## src/sv/record_hit_scan_macros.svh

```systemverilog
// Assertion macros for the record hit scan block.
// Used by record_hit_scan.sv; expects clk and rst_n in the including scope.
`ifndef RECORD_HIT_SCAN_MACROS_SVH
`define RECORD_HIT_SCAN_MACROS_SVH

// Implication checked on every rising edge, off while reset is asserted.
`define RHS_ASSERT_IMPL(label, cond, prop, msg) \
    label: assert property (@(posedge clk) disable iff (!rst_n) (cond) |-> (prop)) \
        else $error(msg);

// Same check with the consequent in the cycle after the antecedent.
`define RHS_ASSERT_NEXT(label, cond, prop, msg) \
    label: assert property (@(posedge clk) disable iff (!rst_n) (cond) |=> (prop)) \
        else $error(msg);

`endif

```

## src/sv/rhs_pkg.sv

```systemverilog
// Package for the record hit scan block: field widths, flag table size and
// configuration register indexes. No dependencies.
package rhs_pkg;

    localparam int FLAG_ENTRIES = 256;
    localparam int FLAG_ADDR_W  = (FLAG_ENTRIES > 1) ? $clog2(FLAG_ENTRIES) : 1;

    localparam int COORD_W      = 16;
    localparam int ID_W         = 8;
    localparam int FLAG_INDEX_W = 8;
    localparam int CFG_DATA_W   = 16;

    typedef enum logic [1:0] {
        CFG_SEARCH_MODE = 2'd0,
        CFG_STOP_ID     = 2'd1,
        CFG_CURSOR_X    = 2'd2,
        CFG_CURSOR_Y    = 2'd3
    } cfg_index_t;

    localparam logic ACTION_RECORD     = 1'b0;
    localparam logic ACTION_FLAG_WRITE = 1'b1;

    localparam logic MODE_FLAGS  = 1'b0;
    localparam logic MODE_CURSOR = 1'b1;

endpackage

```

## src/sv/record_hit_scan.sv

```systemverilog
// Record hit scan: a stream of records is tested one per cycle against a flag
// table (mode 0, set flags are consumed) or a cursor point (mode 1, strictly
// inside the box). A record whose id equals stop_id ends the scan and yields
// one result: the id of the last matching record, or stop_id when none
// matched. Flag write transactions update one table entry and yield nothing.
// The block accepts one transaction per cycle while the input is not stalled.
// A result enters the output register when its stop record leaves the work
// stage, where the flag table read registered at acceptance is used. A stop
// record that finds the output register still full waits in the work stage
// and stalls the input until the pending result is taken. Depends on rhs_pkg
// and record_hit_scan_macros.svh.
`include "record_hit_scan_macros.svh"

module record_hit_scan
    import rhs_pkg::*;
(
    input  logic                    clk,
    input  logic                    rst_n,

    input  logic                    cfg_we,
    input  cfg_index_t              cfg_index,
    input  logic [CFG_DATA_W-1:0]   cfg_data,

    input  logic                    in_valid,
    output logic                    in_ready,
    input  logic                    action,
    input  logic [COORD_W-1:0]      box_left,
    input  logic [COORD_W-1:0]      box_top,
    input  logic [COORD_W-1:0]      box_right,
    input  logic [COORD_W-1:0]      box_bottom,
    input  logic [ID_W-1:0]         record_id,
    input  logic [FLAG_INDEX_W-1:0] flag_index,
    input  logic                    flag_value,

    output logic                    out_valid,
    input  logic                    out_ready,
    output logic [ID_W-1:0]         result_id
);

    localparam logic [FLAG_INDEX_W:0] INDEX_LIMIT = (FLAG_INDEX_W + 1)'(FLAG_ENTRIES);

    // Configuration registers
    logic                 search_mode_reg;
    logic [ID_W-1:0]      stop_id_reg;
    logic [COORD_W-1:0]   cursor_x_reg;
    logic [COORD_W-1:0]   cursor_y_reg;

    // Work stage holding the accepted transaction
    logic                    s1_valid_reg;
    logic                    s1_action_reg;
    logic [COORD_W-1:0]      s1_left_reg;
    logic [COORD_W-1:0]      s1_top_reg;
    logic [COORD_W-1:0]      s1_right_reg;
    logic [COORD_W-1:0]      s1_bottom_reg;
    logic [ID_W-1:0]         s1_id_reg;
    logic [FLAG_INDEX_W-1:0] s1_index_reg;
    logic                    s1_value_reg;

    // Flag table: data in a memory, per-entry valid bits in flip-flops
    logic                    flag_mem [FLAG_ENTRIES];
    logic [FLAG_ENTRIES-1:0] flag_vld_reg;
    logic                    flag_rd_reg;

    // Scan state and output register
    logic [ID_W-1:0] matched_id_reg;
    logic            have_match_reg;
    logic            out_valid_reg;
    logic [ID_W-1:0] result_id_reg;

    logic                   load;
    logic                   commit;
    logic                   out_free;
    logic                   s1_in_range;
    logic [FLAG_ADDR_W-1:0] s1_addr;
    logic [FLAG_ADDR_W-1:0] in_addr;
    logic                   s1_is_record;
    logic                   s1_is_stop;
    logic                   flag_hit;
    logic                   cursor_hit;
    logic                   hit;
    logic                   wr_en;
    logic                   wr_value;

    assign s1_addr     = s1_index_reg[FLAG_ADDR_W-1:0];
    assign in_addr     = flag_index[FLAG_ADDR_W-1:0];
    assign s1_in_range = {1'b0, s1_index_reg} < INDEX_LIMIT;

    assign s1_is_record = s1_valid_reg && (s1_action_reg == ACTION_RECORD);
    assign s1_is_stop   = s1_is_record && (s1_id_reg == stop_id_reg);

    assign flag_hit   = (s1_index_reg != '0) && s1_in_range
                        && flag_vld_reg[s1_addr] && flag_rd_reg;
    assign cursor_hit = (s1_left_reg < cursor_x_reg) && (cursor_x_reg < s1_right_reg)
                        && (s1_top_reg < cursor_y_reg) && (cursor_y_reg < s1_bottom_reg);
    assign hit        = (search_mode_reg == MODE_CURSOR) ? cursor_hit : flag_hit;

    // Only a stop record needs room in the output register.
    assign out_free = !out_valid_reg || out_ready;
    assign commit   = s1_valid_reg && (!s1_is_stop || out_free);
    assign load     = in_valid && in_ready;
    assign in_ready = !s1_valid_reg || commit;

    // A flag write stores its value in an entry; a mode 0 hit clears the entry it used.
    always_comb
    begin
        wr_en    = 1'b0;
        wr_value = 1'b0;
        if (commit && s1_in_range)
        begin
            if (s1_action_reg == ACTION_FLAG_WRITE)
            begin
                wr_en    = 1'b1;
                wr_value = s1_value_reg;
            end
            else if (!s1_is_stop && (search_mode_reg == MODE_FLAGS) && flag_hit)
            begin
                wr_en    = 1'b1;
                wr_value = 1'b0;
            end
        end
    end

    always_ff @(posedge clk or negedge rst_n)
    begin
        if (!rst_n)
        begin
            search_mode_reg <= MODE_FLAGS;
            stop_id_reg     <= '0;
            cursor_x_reg    <= '0;
            cursor_y_reg    <= '0;
        end
        else if (cfg_we)
        begin
            unique case (cfg_index)
                CFG_SEARCH_MODE: search_mode_reg <= cfg_data[0];
                CFG_STOP_ID:     stop_id_reg     <= cfg_data[ID_W-1:0];
                CFG_CURSOR_X:    cursor_x_reg    <= cfg_data[COORD_W-1:0];
                CFG_CURSOR_Y:    cursor_y_reg    <= cfg_data[COORD_W-1:0];
                default:         ;
            endcase
        end
    end

    always_ff @(posedge clk or negedge rst_n)
    begin
        if (!rst_n)
            s1_valid_reg <= 1'b0;
        else if (in_ready)
            s1_valid_reg <= in_valid;
    end

    always_ff @(posedge clk)
    begin
        if (load)
        begin
            s1_action_reg <= action;
            s1_left_reg   <= box_left;
            s1_top_reg    <= box_top;
            s1_right_reg  <= box_right;
            s1_bottom_reg <= box_bottom;
            s1_id_reg     <= record_id;
            s1_index_reg  <= flag_index;
            s1_value_reg  <= flag_value;
        end
    end

    // The read for the incoming transaction happens at the same edge as the
    // write of the one leaving the stage, so a matching write is forwarded.
    always_ff @(posedge clk)
    begin
        if (wr_en)
            flag_mem[s1_addr] <= wr_value;
        if (load)
        begin
            if (wr_en && (s1_addr == in_addr))
                flag_rd_reg <= wr_value;
            else
                flag_rd_reg <= flag_mem[in_addr];
        end
    end

    always_ff @(posedge clk or negedge rst_n)
    begin
        if (!rst_n)
            flag_vld_reg <= '0;
        else if (wr_en)
            flag_vld_reg[s1_addr] <= 1'b1;
    end

    always_ff @(posedge clk or negedge rst_n)
    begin
        if (!rst_n)
        begin
            matched_id_reg <= '0;
            have_match_reg <= 1'b0;
        end
        else if (commit && s1_is_record)
        begin
            if (s1_is_stop)
                have_match_reg <= 1'b0;
            else if (hit)
            begin
                matched_id_reg <= s1_id_reg;
                have_match_reg <= 1'b1;
            end
        end
    end

    always_ff @(posedge clk or negedge rst_n)
    begin
        if (!rst_n)
            out_valid_reg <= 1'b0;
        else if (commit && s1_is_stop)
            out_valid_reg <= 1'b1;
        else if (out_ready)
            out_valid_reg <= 1'b0;
    end

    always_ff @(posedge clk)
    begin
        if (commit && s1_is_stop)
            result_id_reg <= have_match_reg ? matched_id_reg : stop_id_reg;
    end

    assign out_valid = out_valid_reg;
    assign result_id = result_id_reg;

    `RHS_ASSERT_IMPL(a_ready_when_empty, !s1_valid_reg, in_ready, "input not ready with empty stage")
    `RHS_ASSERT_NEXT(a_stop_gives_result, commit && s1_is_stop, out_valid_reg, "stop record gave no result")
    `RHS_ASSERT_NEXT(a_stop_clears_match, commit && s1_is_stop, !have_match_reg, "match kept after scan end")

endmodule
```

## config.mk

```make
export PLATFORM = sky130hd
export DESIGN_NAME = record_hit_scan
export DESIGN_NICKNAME = d
export VERILOG_FILES = /design/src/sv/rhs_pkg.sv /design/src/sv/record_hit_scan.sv
export VERILOG_INCLUDE_DIRS = /design/src /design/src/sv
export SDC_FILE = /design/constraint.sdc
export NUM_CORES = 1
export LEC_CHECK = 0
export BUFFER_PORTS_ARGS = -buffer_cell sky130_fd_sc_hd__buf_2
export CAP_MARGIN = 15
export CELL_PAD_IN_SITES_DETAIL_PLACEMENT = 0
export CELL_PAD_IN_SITES_GLOBAL_PLACEMENT = 2
export CORE_MARGIN = 3
export CORE_UTILIZATION = 45
export DETAILED_ROUTE_END_ITERATION = 8
export PLACE_DENSITY = 0.77
export SETUP_SLACK_MARGIN = 0.3
export SLEW_MARGIN = 20
export SYNTH_ARGS = -nofsm -noshare
export SYNTH_HDL_FRONTEND = slang
export SYNTH_SLANG_ARGS = --single-unit
```

## constraint.sdc

```tcl
create_clock -name clk -period 13.9 [get_ports clk]
set_input_delay 0.695 -clock clk [delete_from_list [all_inputs] [get_ports clk]]
set_output_delay 0.695 -clock clk [all_outputs]
set_load 0.01 [all_outputs]
```

==> results of run 1 <==
[cell usage after synthesis (3+ instances only)]
cell type / number
sky130_fd_sc_hd__a211oi_1: 8
sky130_fd_sc_hd__a21o_1: 65
sky130_fd_sc_hd__a21oi_1: 15
sky130_fd_sc_hd__a22oi_1: 14
sky130_fd_sc_hd__a31oi_1: 5
sky130_fd_sc_hd__a41oi_1: 8
sky130_fd_sc_hd__and2_1: 3
sky130_fd_sc_hd__and3_1: 3
sky130_fd_sc_hd__buf_1: 22
sky130_fd_sc_hd__buf_12: 13
sky130_fd_sc_hd__buf_2: 18
sky130_fd_sc_hd__buf_4: 7
sky130_fd_sc_hd__buf_6: 13
sky130_fd_sc_hd__buf_8: 3
sky130_fd_sc_hd__clkbuf_1: 42
sky130_fd_sc_hd__dfrtp_1: 308
sky130_fd_sc_hd__edfxtp_1: 347
sky130_fd_sc_hd__ha_1: 60
sky130_fd_sc_hd__inv_1: 66
sky130_fd_sc_hd__mux2_2: 54
sky130_fd_sc_hd__mux2i_1: 31
sky130_fd_sc_hd__mux4_2: 138
sky130_fd_sc_hd__nand2_1: 50
sky130_fd_sc_hd__nand2b_1: 16
sky130_fd_sc_hd__nand3_1: 32
sky130_fd_sc_hd__nand3b_1: 9
sky130_fd_sc_hd__nand4_1: 9
sky130_fd_sc_hd__nor2_1: 81
sky130_fd_sc_hd__nor2b_1: 23
sky130_fd_sc_hd__nor3_1: 44
sky130_fd_sc_hd__nor3_2: 184
sky130_fd_sc_hd__nor3b_1: 3
sky130_fd_sc_hd__nor4_1: 4
sky130_fd_sc_hd__nor4_4: 3
sky130_fd_sc_hd__o211ai_1: 9
sky130_fd_sc_hd__o21ai_0: 7
sky130_fd_sc_hd__o22ai_1: 4
sky130_fd_sc_hd__or2_1: 180
sky130_fd_sc_hd__or2_2: 29
sky130_fd_sc_hd__or3_1: 5
sky130_fd_sc_hd__xor2_1: 16
[metal layers]
metal | global-route usage | vias up | routed length, µm
li1 | - | 7616 | -
met1 | 0.335 | 9154 | 35800
met2 | 0.379 | 556 | 38800
met3 | 0.0369 | 120 | 4480
met4 | 0.0587 | 0 | 1790
met5 | 0 | - | 0
[kinds of logic after synthesis]
family	Yosys count	share of synthesized area
adder cells (fa/ha/maj)	60	0.0251
buffers and inverters	184	0.0362
AND/OR/NAND/NOR	685	0.155
flip-flops	655	0.606
multiplexers	225	0.136
AO/OA/AOI/OAI	152	0.0372
XOR/XNOR	16	0.00468
[report_power, final]
group	internal, mW	switching [mW]
Sequential	2.16	0.0760
Combinational	0.220	0.317
Clock	1.14	0.789
Total	3.53	1.18
[path summary, 6_finish.rpt]
| path | start | endpoint | cells after the start |
|---|---|---|---|
| worst min-delay path | rst_n | flag_vld_reg[73] | 1 |
| worst max-delay path | s1_addr[0] | flag_vld_reg[22] | 11 |
| worst max register to register | s1_addr[0] | flag_vld_reg[22] | 11 |
| worst min register to register | flag_vld_reg[42] | flag_vld_reg[42] | 1 |
| min in group clk | flag_value | s1_value_reg | 1 |
| max in group asynchronous | rst_n | flag_vld_reg[9] | 3 |
[critical path: stages (launching register included)]
cell	delay (ns)
sky130_fd_sc_hd__edfxtp_1	0.81
sky130_fd_sc_hd__buf_12	0.50
sky130_fd_sc_hd__mux4_2	0.62
sky130_fd_sc_hd__mux4_2	0.51
sky130_fd_sc_hd__a22oi_1	0.28
sky130_fd_sc_hd__and3_1	0.23
sky130_fd_sc_hd__o211a_1	0.20
sky130_fd_sc_hd__o41a_2	0.17
sky130_fd_sc_hd__buf_4	0.73
sky130_fd_sc_hd__buf_4	0.93
sky130_fd_sc_hd__nor3_1	0.18
sky130_fd_sc_hd__or2_2	0.33
[layout make-up]
class,count,share of cell area
Multi-Input combinational cell,1138,0.322
Sequential cell,655,0.542
Clock buffer,106,0.0638
Timing Repair Buffer,143,0.0258
Inverter,66,0.00740
Tap cell,855,0.0320
Antenna cell,1,0.0000748
Clock inverter,28,0.00744
==> metrics list, run 1 <==
- The run finished with clean final reports.
- Summed over all layers, the global routing overflow is 0.
- Buffers placed on the I/O ports in this run total 114.
* Overall power consumption: 4.71 mW
* Clock-pin transition on the worst setup and hold timing paths: 0.06 ns
- When the netlist entered floorplanning its net count stood at 2142.
- The clock arrives with 0.0270 ns of skew.
* Cell type contributing the most total cell area after synthesis: sky130_fd_sc_hd__edfxtp_1
* Critical-path maximum fanout: 71
- The worst hold path belongs to the class in2async.
- Max Cap Viol: 0
- Synthesis-stage register bit count: 655
- Kind of capture point of the worst setup path: flip-flop
- 115 I/O pins were placed.
* PwrDens: 141 nW/µm²
- Worst-skew pair later-pin latency: 0.62 ns
- Mean instance size in the synthesized netlist: 15.1 µm²
- Count of flip-flops with a built-in enable after synthesis: 347
- Place WS: 8.03 ns
* Share of the clock period used by the worst path after layout: 0.419
- In the final timing run, aggregate negative setup slack is 0 ns.
- Proportion of register bits with asynchronous set or reset after synthesis: 0.470
- VDD sags by at most 0.0000889 V.
- Counting distinct cell types in the post-synthesis netlist gives 63.
- From synthesis to final layout, the design area changed by 11.8%.
- Buffers inserted to repair hold after CTS numbered 0.
- Yosys attributes the largest share of cell area to sky130_fd_sc_hd__edfxtp_1 35%, sky130_fd_sc_hd__dfrtp_1 26%, sky130_fd_sc_hd__mux4_2 10%.
* Final critical-path setup slack: 8.07 ns
* Initial antenna violation count: 1
- The die covers 69600 µm².
- The region available for standard cell placement spans 65200 µm².
- Routability-driven placement congestion ratio: 0.839
- Gate count after technology mapping: 1977
- Width of the chip: 264 µm
* Clock root buffer: sky130_fd_sc_hd__clkbuf_16
- Overall Global Routing Usage: 0.235
* Share of synthesized area occupied by flip-flops and latches: 0.606
- After the flow finishes, the layout carries non-filler instances totaling 2992.
- Combined flip-flop and latch cell area: 18100 µm²
- Vias: 17400
* Buffer depth of the longest clock path: 3
- Area used by multi-input combinational logic: 10800 µm²
- CTS Buf Count: 74
* Average via count per standard cell: 5.83
- The number of global-route vias before repair is 18300.
- Post-DRT Antenna Nets: 0
- In this run the static leakage power is 13.7 nW.
* Top library cells by usage in the layout, fill and taps aside: 347 x sky130_fd_sc_hd__edfxtp_1, 308 x sky130_fd_sc_hd__dfrtp_1, 186 x sky130_fd_sc_hd__nor3_2
- TritonCTS built the clock tree.
- In the synthesized netlist the dominant register cell turns out to be sky130_fd_sc_hd__edfxtp_1.
- Endpoints failing hold: 0
- The worst path in the final design needs a cycle of 5.83 ns, including I/O delays and setup.
* Post-Layout Inst Area: 33500 µm²
- Wire length of the first global-routing pass: 122 mm
* Most common cell after layout, fill and taps aside: sky130_fd_sc_hd__edfxtp_1
- After detailed placement, the design holds a cell count of 2856.
- Number of warning messages in the yosys log: 0
* Post-route core utilization: 0.513
* Post-layout nets: 2243
- Number of fill cells in the layout: 5531
* CTS sink cnt: 655
- Dividing the detail-routed wire length by the instance count gives 27.0 µm.
* Initial Util: 0.459
- The H-tree was split into 3 levels.
- On the final layout, the worst hold slack is 0.171 ns.
- Pin count of the biggest net entering global routing: 257
- Worst slew slack as a fraction of its limit: 0.283
- Critical path startpoint category: flip-flop
- Max Transition Viols Final: 0
- Maximum frequency from static timing analysis: 0.172 GHz
* Number of iterations in the first detailed-routing pass: 5
- Setup Viol. Count Final: 0
- RSZ-0062 raised after global routing: no
* DP Area: 31000 µm²
* Area of the mapped netlist: 29900 µm²
* Row count: 93
* Least-Margin Pin Slew: 1.08 ns
- For the worst setup path, the data arrival time is 6.32 ns.
- Measured along the y axis, the die boundary spans 264 µm.
* Top-area cell type share of the netlist area: 0.348
- Iteration-0 DRC Markers: 1415
- Of the cells placed in the final design, the portion with a size suffix greater than 1 is 0.319.
- In this run the register-to-register setup slack is 8.07 ns.
- STA puts the critical path data required time at 14.39 ns.
- Final routed DRC violation total: 0
- Critical path class: reg2reg
- Once the clock tree was built, the resizer swapped 0 gates to a different size.
- Summed over all layers, the routed wires come to 80.8 mm.
- Dpl hpwl: 50.3 mm
- Post-CTS timing repair inserted 0 buffers for setup.
Power figures use the tool's default switching activity.
==> run 2: changes to the inputs <==
CORE_UTILIZATION = 41   (was 45)
PLACE_DENSITY = 0.74   (was 0.77)
clock period = 4.7 ns   (was 13.9 ns; I/O delays follow)
==> run 2 against run 1 <==
- setup slack got worse by 7.4 ns
- sequential power rose to 3.0 times the previous value
- sequential share of layout area fell by 2.3 points
- final area rose by 4.4%
- die area rose by 9.5%
- non-clock buffer count rose by 131
- final cell count rose by 7.6%
- count of clock-buffer cells in the layout fell by 1
- clock power rose to 3.0 times the previous value
- critical path depth fell by 1
- worst hold slack got worse by 0.092 ns
- highest routed layer unchanged
==> metrics list, run 2 (synthesized netlist as in run 1, its figures left out) <==
- Outcome: completed (unchanged)
- The startpoint identified for the worst hold timing path is flag_index[7].
* Core ar.: 71900 µm² (was 65200 µm²)
- Pin count of the biggest net entering global routing: 257 (unchanged)
* Place WS: 0.686 ns (was 8.03 ns)
* Maximum frequency from static timing analysis: 0.248 GHz (was 0.172 GHz)
- The number of buffers and inverters on the critical path was 2 (was 3).
- The CTS H-tree depth came to 3 (unchanged).
* Overall power consumption: 14.2 mW (was 4.71 mW)
* Final-layout setup total negative slack: 0 ns (unchanged)
* Least-Margin Pin Slew: 1.11 ns (was 1.08 ns)
- The count of pins on the block boundary came to 115 (unchanged).
- Width of the chip: 276 µm (was 264 µm)
- The final count of negative-setup-slack endpoints came to 0 (unchanged).
- The type of element capturing the critical path is a flip-flop (unchanged).
* Max Cap Viol: 0 (unchanged)
- Max Transition Viols Final: 0 (unchanged)
- Worst setup startpoint: s1_addr[0] (unchanged)
- Routed len/inst: 25.8 µm (was 27.0 µm)
- The total die area was 76300 µm² (was 69600 µm²).
- Post-route core utilization: 0.486 (was 0.513)
* Min-delay worst type: in2reg (was in2async)
- Most common cell after layout, fill and taps aside: sky130_fd_sc_hd__edfxtp_1 (unchanged)
- The final hold violation count was 0 (unchanged).
- Critical path's most frequent cell: sky130_fd_sc_hd__mux4_2
- The buffer levels on the longest clock path came to 3 (unchanged).
* Wire length of the first global-routing pass: 126 mm (was 122 mm)
* Final setup skew: 0.0286 ns (was 0.0270 ns)
* Critical path startpoint category: flip-flop (unchanged)
* Post-layout nets: 2375 (was 2243)
* Height of the die: 276 µm (was 264 µm)
* Worst slew slack as a fraction of its limit: 0.261 (was 0.283)
* DP Area: 31500 µm² (was 31000 µm²)
* Dpl hpwl: 53.4 mm (was 50.3 mm)
- The via count was 17800 (was 17400).
- Total congestion overflow: 0 (unchanged)
- The routed via count divided by cell count is 5.54 (was 5.83).
- CTS tree: built (unchanged)
- Top library cells by usage in the layout, fill and taps aside: 347 x sky130_fd_sc_hd__edfxtp_1, 308 x sky130_fd_sc_hd__dfrtp_1, 184 x sky130_fd_sc_hd__nor3_2 (was 347 x sky130_fd_sc_hd__edfxtp_1, 308 x sky130_fd_sc_hd__dfrtp_1, 186 x sky130_fd_sc_hd__nor3_2)
- The insertion delay of the later-clocked pin in the worst-skew pair is 0.62 ns (about the same).
* Row count: 98 (was 93)
- CTS Buf Count: 75 (was 74)
- Maximum single-stage delay on the critical path: 0.54 ns (was 0.93 ns)
* Total of buffers placed on input and output ports: 114 (unchanged)
- The placer congestion estimate came to 0.845 (was 0.839).
- The maximum fanout along the worst path is 41 (was 71).
- Clock-pin transition on the worst setup and hold timing paths: 0.06 ns (about the same)
- The routed wire length came to 83.0 mm (was 80.8 mm).
- Post-DRT Antenna Nets: 0 (unchanged)
- Final routed DRC violation total: 0 (unchanged)
- The ratio of cells with drive above 1 in the final layout was 0.309 (was 0.319).
- Series of cell instances along the critical path: buf_12 -> mux4_2 -> mux4_2 -> a22oi_1 -> o211ai_1 -> a31oi_1 -> o41a_2 -> buf_4 -> nor3_1 -> or2_2 (was buf_12 -> mux4_2 -> mux4_2 -> a22oi_1 -> and3_1 -> o211a_1 -> o41a_2 -> buf_4 -> buf_4 -> nor3_1 -> or2_2).
* Area used by multi-input combinational logic: 10700 µm² (was 10800 µm²)
- The critical path's top delay family is compound AO/OA/AOI/OAI gates (was buffers and inverters).
* Area growth syn-to-layout: 16.7% (was 11.8%)
- Slowest CP cell: sky130_fd_sc_hd__mux4_2 (was sky130_fd_sc_hd__buf_4)
- The leakage power total is 14.3 nW (was 13.7 nW).
* Combined flip-flop and latch cell area: 18100 µm² (unchanged)
- The data arrival time at the worst-slack endpoint came to 4.52 ns (was 6.32 ns).
* Share of the clock period used by the worst path after layout: 0.857 (was 0.419)
- The detailed router's first-iteration violation count was 1173 (was 1415).
* RSZ-0062 raised after global routing: no (unchanged)
- The initial cell density of the core is 0.416 (was 0.459).
- The global routing usage summed across all routing layers was 0.220 (was 0.235).
* Clock root buffer: sky130_fd_sc_hd__clkbuf_16 (unchanged)
* Hold Worst Slack: 0.0781 ns (was 0.171 ns)
* CTS resizes: 0 (unchanged)
* Initial antenna violation count: 0 (was 1)
- Number of iterations in the first detailed-routing pass: 5 (unchanged)
* Required time at the worst-slack endpoint: 5.19 ns (was 14.39 ns)
* Critical register-to-register path startpoint: s1_addr[0] (unchanged)
- The kind of critical path was reg2reg (unchanged).
- Number of antenna repair diodes: 0 (was 1)
- The final worst setup slack is 0.672 ns (was 8.07 ns).
* Clock period minus worst slack: 4.03 ns (was 5.83 ns)
* PwrDens: 406 nW/µm² (was 141 nW/µm²)
* Number of placed cells counting well taps: 2988 (was 2856)
- The number of filler cells placed in the layout was 6254 (was 5531).
- The final non-filler cell area came to 34900 µm² (was 33500 µm²).
* Via count of the first global-routing pass: 19200 (was 18300)
- The clock sink total is 655 (unchanged).
- Final instance count without filler cells: 3219 (was 2992)
- The worst IR drop on VDD came to 0.000295 V (was 0.0000889 V).
run 2: cell types whose count changed in the layout (fill, tap and decap cells not counted), sizes merged:
cell and delta:
buf +36, bufinv +4, clkbuf -1, clkinv +1, clkinvlp +1, diode -1, dlygate4sd3 +95, inv -3
run 2: metal layers:
layer	routed length [µm]	vias to the layer above	GRT usage
li1	-	7844	-
met1	36100	9338	0.300
met2	39900	510	0.359
met3	4510	129	0.0415
met4	2480	0	0.0669
met5	0	-	0
run 2: worst paths after layout:
check,endpoint,slack (ns),depth (start not counted)
setup / recovery,flag_vld_reg[144],0.67,10
hold / removal,s1_addr[7],0.08,1
setup reg to reg,flag_vld_reg[144],0.67,10
hold reg to reg,flag_vld_reg[42],0.45,1
max in group asynchronous,cursor_x_reg[13],3.17,3
min in group asynchronous,out_valid,0.27,2
run 2: cell type report:
type	count	area share
inverter	66	0.00709
sequential	655	0.519
clock buffer	105	0.0593
tap	950	0.0340
multi-input combinational	1138	0.307
clock inverter	31	0.0105
timing repair buffer	274	0.0626
run 2: report_power, final:
group	internal (mW)	total, mW	switching [mW]
Combinational	0.747	1.71	0.961
Clock	3.51	5.85	2.33
Sequential	6.40	6.62	0.221
Total	10.7	14.2	3.52
run 2: repair_timing:
action | 4_1_cts | 5_1_grt
endpoints found under the hold margin | 211 | 0
setup buffers | 0 | 0
hold buffers | 95 | 0
==> run 3: changes to the inputs <==
CORE_UTILIZATION = 45   (was 41)
PLACE_DENSITY = 0.77   (was 0.74)
clock period = 4.88 ns   (was 4.7 ns; I/O delays follow)
==> run 3 against run 2 <==
- flip-flop and latch count is the same
- sequential power decreased by 3.6%
- count of clock-buffer cells in the layout is 5 higher
- via count up 0.33%
- critical endpoint is now flag_vld_reg[74]
- largest cell class unchanged
==> metrics list, run 3 (synthesized netlist as in run 1, its figures left out) <==
- The placement row count was 93 (was 98).
* Routed len/inst: 26.7 µm (was 25.8 µm)
- Iteration-0 DRC Markers: 1369 (was 1173)
- The number of global-route vias before repair was 18900 (was 19200).
* Sequential share of power: 0.472 (was 0.467)
- Number of iterations in the first detailed-routing pass: 5 (unchanged)
- The total die area came to 69600 µm² (was 76300 µm²).
- Height of the die: 264 µm (was 276 µm)
- The maximum clock rate came to 0.231 GHz (was 0.248 GHz).
* Post-DRT Antenna Nets: 0 (unchanged)
- Vias: 17900 (was 17800)
- The count of pins on the block boundary was 115 (unchanged).
- The kind of critical path is reg2reg (unchanged).
- Final-layout setup total negative slack: 0 ns (unchanged)
* Clock period minus worst slack: 4.33 ns (was 4.03 ns)
- The total CTS buffers is 74 (was 75).
- Kind of capture point of the worst setup path: flip-flop (unchanged)
- Cell family contributing the most delay on the critical path: compound AO/OA/AOI/OAI gates (unchanged)
* Critical register-to-register path startpoint: s1_addr[0] (unchanged)
- The fraction of power consumed by the clock network came to 0.406 (was 0.412).
- The worst slew slack as a fraction of its limit was 0.216 (was 0.261).
* Maximum single-stage delay on the critical path: 0.56 ns (was 0.54 ns)
- Routability-driven placement congestion ratio: 0.899 (was 0.845)
* Average via count per standard cell: 5.74 (was 5.54)
* Peak supply drop: 0.000221 V (was 0.000295 V)
- CTS resizes: 0 (unchanged)
- Total of buffers placed on input and output ports: 114 (unchanged)
- The global routing usage summed across all routing layers came to 0.242 (was 0.220).
- The antenna diode count was 0 (unchanged).
- The library cell used as clock root buffer is sky130_fd_sc_hd__clkbuf_16 (unchanged).
- The slowest library cell on the worst path is sky130_fd_sc_hd__mux4_2 (unchanged).
- Wire length of the first global-routing pass: 126 mm (about the same)
- Series of cell instances along the critical path: buf_12 -> mux4_2 -> mux4_2 -> a22oi_1 -> o211ai_1 -> a31oi_1 -> o41a_2 -> buf_12 -> buf_4 -> nor3_2 -> or2_1 (was buf_12 -> mux4_2 -> mux4_2 -> a22oi_1 -> o211ai_1 -> a31oi_1 -> o41a_2 -> buf_4 -> nor3_1 -> or2_2).
- Worst setup startpoint: s1_addr[0] (unchanged)
* Crit path arrival time: 4.83 ns (was 4.52 ns)
- Most common cell after layout, fill and taps aside: sky130_fd_sc_hd__edfxtp_1 (unchanged)
- The number of maximum-capacitance violations was 0 (unchanged).
- Required time at the worst-slack endpoint: 5.37 ns (was 5.19 ns)
* Initial Util: 0.459 (was 0.416)
- Max Transition Viols Final: 0 (unchanged)
- RSZ-0062 raised after global routing: no (unchanged)
* PwrDens: 390 nW/µm² (was 406 nW/µm²)
* Top library cells by usage in the layout, fill and taps aside: 347 x sky130_fd_sc_hd__edfxtp_1, 308 x sky130_fd_sc_hd__dfrtp_1, 184 x sky130_fd_sc_hd__nor3_2 (unchanged)
- Final routed DRC violation total: 0 (unchanged)
- Setup Viol. Count Final: 0 (unchanged)
* Initial antenna violation count: 1 (was 0)
- H-tree lvl count: 3 (unchanged)
* Proportion of layout cells with a drive suffix above 1: 0.311 (was 0.309)
* Min-delay worst type: in2reg (unchanged)
- Combinational cell fraction of total power: 0.122 (was 0.120)
- Critical-path maximum fanout: 52 (was 41)
- The number of buffers and inverters on the critical path came to 3 (was 2).
* Pin count of the biggest net entering global routing: 131 (was 257)
- The startpoint of the worst hold path is cfg_index[0] (was flag_index[7]).
* Dpl hpwl: 53.1 mm (was 53.4 mm)
- Clock-pin transition on the worst setup and hold timing paths: 0.06 ns (about the same)
- Outcome: completed (unchanged).
* CTS sink cnt: 655 (unchanged)
- Total routed wirelength: 83.2 mm (was 83.0 mm)
* Internal power summed over all cells: 10.1 mW (was 10.7 mW)
- The nature of the critical path startpoint is a flip-flop (unchanged).
* Least-Margin Pin Slew: 1.17 ns (was 1.11 ns)
- Total congestion overflow: 0 (unchanged)
- The power dissipated by switching net loads was 3.41 mW (was 3.52 mW).
- The ratio of final minimum period to clock period came to 0.888 (was 0.857).
- CTS tree: built (unchanged)
* Core ar.: 65200 µm² (was 71900 µm²)
- The buffer levels on the longest clock path came to 3 (unchanged).
* Static Leak: 14.2 nW (was 14.3 nW)
- The insertion delay of the later-clocked pin in the worst-skew pair came to 0.62 ns (about the same).
- The number of nets in the final layout was 2367 (was 2375).
* Switching power as a share of total power: 0.252 (was 0.248)
- Post-route core utilization: 0.533 (was 0.486)
* Endpoints failing hold: 0 (unchanged)
* Final setup skew: 0.0193 ns (was 0.0286 ns)
* Area growth syn-to-layout: 16.0% (was 16.7%)
- The width of the die is 264 µm (was 276 µm).
==> run 3: changes by cell type in the layout (fill, tap and decap cells not counted), sizes merged <==
cell and delta:
buf -7, bufinv -6, clkbuf +5, inv +1
==> run 3: path summary, 6_finish.rpt <==
kind,to,slack (ns),cells past startpoint
min,search_mode_reg,0.05,3
max in group asynchronous,matched_id_reg[4],3.44,3
min reg2reg,flag_vld_reg[46],0.45,1
max,flag_vld_reg[74],0.55,11
min in group asynchronous,flag_vld_reg[123],0.21,2
max reg2reg,flag_vld_reg[74],0.55,11
==> run 3: power groups by stage <==
stage	combinational (mW)	clock, mW	sequential (mW)
finish	1.65	5.49	6.38
global route	1.80	5.82	6.42
CTS	1.65	5.58	6.39
detailed placement	1.59	0	6.49
global placement	1.56	0	6.49
floorplan	1.12	0	6.39
==> run 3: metal layers <==
metal  vias to the layer above  wire, µm  GRT usage
li1                       7839         -          -
met1                      9323     35700      0.330
met2                       572     40200      0.395
met3                       143      4700     0.0469
met4                         2      2580     0.0738
met5                         -        13          0
==> run 3: worst min-delay path, stage by stage <==
cell	delay, ns
sky130_fd_sc_hd__buf_2	0.11
sky130_fd_sc_hd__nor3b_1	0.06
sky130_fd_sc_hd__mux2_2	0.21
==> run 3: metrics by stage <==
step | setup slack, ns | cells | total power [mW] | area (µm²) | hold slack, ns
floorplan | 1.45 | 1977 | 7.51 | 29900 | -0.0516
global placement | 0.604 | 2882 | 8.04 | 31300 | 0.301
detailed placement | 0.451 | 2882 | 8.08 | 31300 | 0.306
CTS | 0.421 | 3113 | 13.6 | 34700 | 0.0109
global route | 0.411 | 3117 | 14.0 | 34700 | 0.0287
finish | 0.546 | 3117 | 13.5 | 34700 | 0.0548
==> run 3: layout make-up <==
cell class                 count  area, µm²
sequential                   655      18100
inverter                      66        248
multi-input combinational   1138      10700
tap                          855       1070
fill                        5416      30500
clock inverter                26        185
clock buffer                 110       2200
timing repair buffer         267       2130
==> run 3: what timing repair did <==
item / 4_1_cts / 5_1_grt
hold buffers: 95 / 0
endpoints found under the setup margin: 0 / 20
endpoints found under the hold margin: 198 / 0
setup buffers: 0 / 4
